## src/sv/tsni_pkg.sv

```systemverilog
`timescale 1ns / 1ps
package tsni_pkg;

	localparam logic [7:0] REC_HANDSHAKE = 8'h16;
	localparam logic [7:0] HS_CLIENT_HELLO = 8'h01;
	localparam logic [15:0] FIXED_SKIP = 16'd37;
	localparam logic [15:0] HS_LEN_SKIP = 16'd4;
	localparam logic [15:0] SNI_LIST_SKIP = 16'd2;
	localparam logic [7:0] MAX_EXT_RESET = 8'd16;

	typedef enum logic [3:0] {
		PH_IDLE,
		PH_HS_TYPE,
		PH_SID_LEN,
		PH_CS_HI,
		PH_CS_LO,
		PH_COMP_LEN,
		PH_EXT_T_HI,
		PH_EXT_T_LO,
		PH_EXT_L_HI,
		PH_EXT_L_LO,
		PH_SNI_TYPE,
		PH_NAME_HI,
		PH_NAME_LO,
		PH_NAME,
		PH_DONE
	} phase_t;

	typedef enum logic [2:0] {
		ST_NAME,
		ST_NOT_HANDSHAKE,
		ST_NOT_HELLO,
		ST_NOT_HOSTNAME,
		ST_NOT_FOUND,
		ST_EMPTY_NAME
	} status_t;

	typedef struct packed {
		logic [7:0] data_byte;
		logic       start_req;
	} in_item_t;

	typedef struct packed {
		logic [7:0] name_byte;
		logic       last;
		status_t    status;
	} out_item_t;

	typedef struct packed {
		logic      valid;
		out_item_t item;
	} result_t;

endpackage

```

## src/sv/tsni_parser.sv

```systemverilog
`timescale 1ns / 1ps
module tsni_parser (
	input  logic              clk,
	input  logic              arst_n,
	input  logic              cfg_we,
	input  logic [7:0]        cfg_data,
	input  logic              step,
	input  tsni_pkg::in_item_t item,
	output tsni_pkg::result_t res
);
	import tsni_pkg::*;

	phase_t      phase_q, phase_d;
	logic [15:0] skip_q, skip_d;
	logic [7:0]  len_hi_q, len_hi_d;
	logic [7:0]  ext_cnt_q, ext_cnt_d;
	logic        kind_zero_q, kind_zero_d;
	logic [7:0]  max_ext_q;

	logic [15:0] word;
	logic [15:0] skip_dec;
	logic [7:0]  ext_cnt_inc;

	assign word = {len_hi_q, item.data_byte};
	assign skip_dec = skip_q - 16'd1;
	assign ext_cnt_inc = ext_cnt_q + 8'd1;

	always_ff @(posedge clk or negedge arst_n) begin
		if (!arst_n) begin
			max_ext_q <= MAX_EXT_RESET;
		end else if (cfg_we) begin
			max_ext_q <= cfg_data;
		end
	end

	always_ff @(posedge clk or negedge arst_n) begin
		if (!arst_n) begin
			phase_q     <= PH_IDLE;
			skip_q      <= '0;
			len_hi_q    <= '0;
			ext_cnt_q   <= '0;
			kind_zero_q <= 1'b1;
		end else begin
			phase_q     <= phase_d;
			skip_q      <= skip_d;
			len_hi_q    <= len_hi_d;
			ext_cnt_q   <= ext_cnt_d;
			kind_zero_q <= kind_zero_d;
		end
	end

	always_comb begin
		phase_d     = phase_q;
		skip_d      = skip_q;
		len_hi_d    = len_hi_q;
		ext_cnt_d   = ext_cnt_q;
		kind_zero_d = kind_zero_q;
		res         = '0;
		if (step) begin
			if (item.start_req) begin
				skip_d      = '0;
				len_hi_d    = '0;
				ext_cnt_d   = '0;
				kind_zero_d = 1'b1;
				if (item.data_byte != REC_HANDSHAKE) begin
					res.valid       = 1'b1;
					res.item.last   = 1'b1;
					res.item.status = ST_NOT_HANDSHAKE;
					phase_d         = PH_DONE;
				end else begin
					skip_d  = HS_LEN_SKIP;
					phase_d = PH_HS_TYPE;
				end
			end else if (phase_q == PH_NAME) begin
				skip_d             = skip_dec;
				res.valid          = 1'b1;
				res.item.name_byte = item.data_byte;
				res.item.last      = (skip_dec == 16'd0);
				res.item.status    = ST_NAME;
				if (skip_dec == 16'd0) begin
					phase_d = PH_DONE;
				end
			end else if (phase_q == PH_IDLE || phase_q == PH_DONE) begin
				// Outside a record: the byte is dropped.
			end else if (skip_q != 16'd0) begin
				skip_d = skip_dec;
			end else begin
				case (phase_q)
					PH_HS_TYPE: begin
						if (item.data_byte != HS_CLIENT_HELLO) begin
							res.valid       = 1'b1;
							res.item.last   = 1'b1;
							res.item.status = ST_NOT_HELLO;
							phase_d         = PH_DONE;
						end else begin
							skip_d  = FIXED_SKIP;
							phase_d = PH_SID_LEN;
						end
					end
					PH_SID_LEN: begin
						skip_d  = {8'd0, item.data_byte};
						phase_d = PH_CS_HI;
					end
					PH_CS_HI: begin
						len_hi_d = item.data_byte;
						phase_d  = PH_CS_LO;
					end
					PH_EXT_T_HI: begin
						len_hi_d = item.data_byte;
						phase_d  = PH_EXT_T_LO;
					end
					PH_EXT_L_HI: begin
						len_hi_d = item.data_byte;
						phase_d  = PH_EXT_L_LO;
					end
					PH_NAME_HI: begin
						len_hi_d = item.data_byte;
						phase_d  = PH_NAME_LO;
					end
					PH_CS_LO: begin
						skip_d  = word;
						phase_d = PH_COMP_LEN;
					end
					PH_COMP_LEN: begin
						// The compression list is followed by the two-byte extensions length.
						skip_d  = {8'd0, item.data_byte} + SNI_LIST_SKIP;
						phase_d = PH_EXT_T_HI;
					end
					PH_EXT_T_LO: begin
						kind_zero_d = (word == 16'd0);
						phase_d     = PH_EXT_L_HI;
						if (word != 16'd0) begin
							ext_cnt_d = ext_cnt_inc;
							if (ext_cnt_inc >= max_ext_q) begin
								res.valid       = 1'b1;
								res.item.last   = 1'b1;
								res.item.status = ST_NOT_FOUND;
								phase_d         = PH_DONE;
							end
						end
					end
					PH_EXT_L_LO: begin
						if (kind_zero_q) begin
							// Skip the server-name list length.
							skip_d  = SNI_LIST_SKIP;
							phase_d = PH_SNI_TYPE;
						end else begin
							skip_d  = word;
							phase_d = PH_EXT_T_HI;
						end
					end
					PH_SNI_TYPE: begin
						if (item.data_byte != 8'd0) begin
							res.valid       = 1'b1;
							res.item.last   = 1'b1;
							res.item.status = ST_NOT_HOSTNAME;
							phase_d         = PH_DONE;
						end else begin
							phase_d = PH_NAME_HI;
						end
					end
					PH_NAME_LO: begin
						if (word == 16'd0) begin
							res.valid       = 1'b1;
							res.item.last   = 1'b1;
							res.item.status = ST_EMPTY_NAME;
							phase_d         = PH_DONE;
						end else begin
							skip_d  = word;
							phase_d = PH_NAME;
						end
					end
					default: begin
					end
				endcase
			end
		end
	end

endmodule

```

## src/sv/tls_sni_hostname_extractor.sv

```systemverilog
`timescale 1ns / 1ps
// TLS ClientHello server-name extractor.
// Input channel (byte_valid/byte_ready/byte_data): one record byte per request,
// with start_req set on the first byte of each record.
// Output channel (result_valid/result_ready/result_data): hostname bytes with
// status 0 and last on the final one, or a single error status with last set.
// Configuration: cfg_we writes cfg_data into the extension limit (reset 16).
// A byte accepted into the input register is parsed by the combinational
// parser step, and its result is loaded into the result register when the
// step is taken; a stalled receiver can hold the byte in the input register.
// Throughput: one byte per cycle while the receiver does not stall; the parser
// step is combinational between the input and result registers, so nothing iterates.
// When the receiver stalls, the result register holds and the input register
// fills; byte_ready drops only when both are occupied and result_ready is low.
// Reset clears the parse state to idle, empties both registers and loads the
// extension limit with 16. Bytes before a start request produce nothing.
module tls_sni_hostname_extractor (
	input  logic                clk,
	input  logic                arst_n,
	input  logic                byte_valid,
	output logic                byte_ready,
	input  tsni_pkg::in_item_t  byte_data,
	output logic                result_valid,
	input  logic                result_ready,
	output tsni_pkg::out_item_t result_data,
	input  logic                cfg_we,
	input  logic [7:0]          cfg_data
);
	import tsni_pkg::*;

	logic      valid_s1;
	in_item_t  item_s1;
	logic      step;
	result_t   res;
	logic      res_valid_q;
	out_item_t res_item_q;

	assign step = valid_s1 && (!res_valid_q || result_ready);
	assign byte_ready = !valid_s1 || step;

	always_ff @(posedge clk or negedge arst_n) begin
		if (!arst_n) begin
			valid_s1 <= 1'b0;
		end else if (byte_ready) begin
			valid_s1 <= byte_valid;
		end
	end

	always_ff @(posedge clk) begin
		if (byte_ready && byte_valid) begin
			item_s1 <= byte_data;
		end
	end

	tsni_parser u_parser (
		.clk      (clk),
		.arst_n   (arst_n),
		.cfg_we   (cfg_we),
		.cfg_data (cfg_data),
		.step     (step),
		.item     (item_s1),
		.res      (res)
	);

	always_ff @(posedge clk or negedge arst_n) begin
		if (!arst_n) begin
			res_valid_q <= 1'b0;
		end else if (step && res.valid) begin
			res_valid_q <= 1'b1;
		end else if (result_ready) begin
			res_valid_q <= 1'b0;
		end
	end

	always_ff @(posedge clk) begin
		if (step && res.valid) begin
			res_item_q <= res.item;
		end
	end

	assign result_valid = res_valid_q;
	assign result_data  = res_item_q;

endmodule

```

## config.mk

```make
export PLATFORM = sky130hd
export DESIGN_NAME = tls_sni_hostname_extractor
export DESIGN_NICKNAME = d
export VERILOG_FILES = /design/src/sv/tsni_pkg.sv /design/src/sv/tsni_parser.sv /design/src/sv/tls_sni_hostname_extractor.sv
export SDC_FILE = /design/constraint.sdc
export NUM_CORES = 1
export LEC_CHECK = 0
export BUFFER_PORTS_ARGS = -buffer_cell sky130_fd_sc_hd__clkbuf_2
export CORE_ASPECT_RATIO = 0.9
export CORE_MARGIN = 2
export CORE_UTILIZATION = 40
export CTS_CLUSTER_SIZE = 28
export DETAILED_ROUTE_END_ITERATION = 10
export PLACE_DENSITY = 0.61
export RECOVER_POWER = 100
export SLEW_MARGIN = 40
export SYNTH_ARGS = -nofsm -noshare
export SYNTH_HDL_FRONTEND = slang
export SYNTH_SLANG_ARGS = --single-unit
```

## constraint.sdc

```tcl
create_clock -name clk -period 2.51 [get_ports clk]
set_input_delay 0.502 -clock clk [delete_from_list [all_inputs] [get_ports clk]]
set_output_delay 0.502 -clock clk [all_outputs]
set_load 0.05 [all_outputs]
```

==> run summary <==
Status: complete, but fails checks
Failing checks: negative setup slack
Peak Freq: 394 MHz
Die width: 115 µm
Final hold vios: 0
Worst reg2reg path endpoint: u_parser.phase_q[2]
Number of antenna violations at the first check in global routing: 0
Largest net degree at the start of global routing: 25
Worst-path clk slew: 0.07 ns
Sequential cell area: 1810 µm²
GRT Overall Usage: 20.8%
Routed wl met2: 5.54 mm
Clock buffer depth: 2
# setup viols final: 1
Placer Congestion: 0.987
Seq/Total Area, Yosys: 40.6%
Total power: 6000 µW
Async set or reset register ratio after synthesis: 69.1%
Internal reg-to-reg setup slack: -0.03 ns
WP data arrival: 2.82 ns
Wirelength, routed: 12.2 mm
Maximum vdd drop: 591 µV
EDFF count, synth: 21
Num CTS Buffers: 9
RSZ-0062 raised after global routing: true
Placeable core area: 10900 µm²
Fraction of layout cells with a size suffix above 1: 27.3%
CTS tree: built
# IOs: 36
H-tree depth: 3
DRT iter0 DRCs: 267
Top post-synthesis cells by count: dfrtp_1, nand2_1, nor2_1, o21ai_0, a21oi_1
Antenna diodes: 0
Post-detail-place hpwl: 9.06 mm
Hold Path Sink: item_s1[3]
First-pass DRT Iterations: 5
Netlist cell types: 77
Crit start category: register
Synthesized instance count: 473
Worst r2r src: u_parser.ext_cnt_q[0]
Power per cell area: 1060 nW/µm²
Post-synth top area share: 25.3%
Yosys reg bits: 68
Final #Nets: 602
Worst rel slew slack: 14.9%
# rows: 36
Design Area, Final: 5660 µm²
LEAKAGE: 0.00237 µW
Max_cap viols: 0
Synth area leaders: dfrtp_1, edfxtp_1, nand2_1
Avg Vias per Cell: 5.67
Main synth FF type: dfrtp_1
Hold Crit Start: byte_data[3]
WL met3: 728 µm
Data required, critical path: 2.79 ns
Clk Latency, worst-skew pair: 0.34 ns
Setup Skew: 0.0112 ns
Port bufs: 35
Clk sink count: 68
M1 WL: 5.83 mm
Multi-input gate area: 2580 µm²
Vias in the first global route: 3879
ANT nets after route: 0
Crit-path max FO: 4
Yosys warning count: 0
Worst hold path cell count: 1
R2R depth: 11
Slew Viols, Final: 0
First-pass GRT wire length: 19.7 mm
Worst Setup End Kind: register
Final WS setup: -0.0280 ns
Synth area leader: dfrtp_1
Routed WL per cell: 16.9 µm
Die Ht: 104 µm
DR DRC count: 0
Mapped Area: 4460 µm²
Tcrit/Tclk final: 101%
WS Path Type: reg2reg
Number of fill cells in the layout: 1016
Layout Area Growth over Synthesis: 26.9%
CTS root buffer: clkbuf_16
DIE AREA: 12000 µm²
Syn Nets: 508
Slew @ Worst Pin: 1.28 ns
Dpl cell area: 5250 µm²
Vias: 4102
Remaining Overflow, GRT: 0
Initial core utilization: 41.1%
Post-Syn Area per Cell: 9.43 µm²
Fin crit period: 2.54 ns
Min-delay worst type: in2reg
Highest routed layer: met4
power breakdown:
| group | total [µW] | internal (µW) | leakage (µW) | switching (µW) |
|---|---|---|---|---|
| Sequential | 1710 | 1370 | 0.000805 | 338 |
| Combinational | 2940 | 1300 | 0.00141 | 1630 |
| Clock | 1350 | 836 | 0.000155 | 515 |
critical path, cell delays in order, from the launching register on:
cell and delay [ns]:
dfrtp_1 0.40, ha_2 0.22, nand3_2 0.10, buf_4 0.17, xnor2_2 0.14, ha_1 0.29, o211a_1 0.18, a21oi_4 0.07
buf_4 0.14, or4_1 0.49, a21oi_1 0.14, mux2_4 0.15
how the worst max path moves through the flow:
stage	start	endpoint	slack [ns]	depth (start not counted)
after floorplan	u_parser.ext_cnt_q[0]	result_data[0]	0.01	10
after global placement	u_parser.ext_cnt_q[0]	result_data[10]	-0.06	11
after detailed placement	u_parser.ext_cnt_q[1]	result_data[7]	-0.23	11
after CTS	u_parser.ext_cnt_q[0]	result_data[7]	0.009	11
after global routing	u_parser.ext_cnt_q[0]	u_parser.phase_q[2]	-0.11	11
final	u_parser.ext_cnt_q[0]	u_parser.phase_q[2]	-0.03	11
routing by layer:
layer | GRT usage [%] | vias to the layer above
met5 | 0 | -
met4 | 5.59 | 0
met3 | 4.37 | 14
met2 | 30.6 | 150
met1 | 30.9 | 1991
li1 | - | 1947
metrics by stage:
stage / worst slack, ns / TNS, ns / util (%) / std cells / hold slack [ns]
after detailed placement: -0.234 / -2.84 / 48.3 / 704 / 0.506
after floorplan: 0.00956 / 0 / - / 473 / 0.206
after global placement: -0.0645 / -0.771 / 48.3 / 704 / 0.501
final: -0.0280 / -0.0280 / 52.1 / 724 / 0.342
after global routing: -0.106 / -2.19 / 52.1 / 724 / 0.333
after CTS: 0.00851 / 0 / 52.0 / 722 / 0.180
sequential cells by signal, summed over array words and instances, names as in the netlist:
signal,count
valid_s1,1
item_s1,9
result_valid,1
u_parser.max_ext_q,8
u_parser.ext_cnt_q,8
u_parser.kind_zero_q,1
u_parser.len_hi_q,8
u_parser.skip_q,16
result_data,12
u_parser.phase_q,4
kinds of logic after synthesis:
family / Yosys count / synth area share (%)
and+or+nand+nor: 183 / 23.9
DFF: 68 / 40.6
buffers and inverters: 41 / 4.24
AOI/OAI and AO/OA: 136 / 20.5
adders and majority gates: 13 / 3.65
muxes: 13 / 3.40
xor gates and xnor gates: 19 / 3.73
cells in the final DEF, fill, tap and decap left out, drive strengths merged, types with 11 or more instances in the layout:
cell	count
o21ai	44
nand2	46
buf	66
dfrtp	45
a21oi	23
nor2b	12
and2	12
ha	13
inv	16
nor2	38
edfxtp	21
nor3	14
o31ai	13
clkbuf	54
mux2	11
what timing repair did:
item,CTS,global route
hold buffers,0,0
gates cloned,0,0
gates resized for setup,16,13
buffers inserted,2,2
pin swaps,9,12
setup endpoints to repair,15,19
layout make-up:
cell class | instances | share of cell area (%)
clock buffer | 10 | 4.42
clock inverter | 6 | 1.22
inverter | 14 | 0.929
multi-input combinational | 364 | 45.7
sequential | 68 | 32.0
tap | 152 | 3.36
timing repair buffer | 110 | 12.4
No activity file was read; power rests on OpenSTA's default activity.
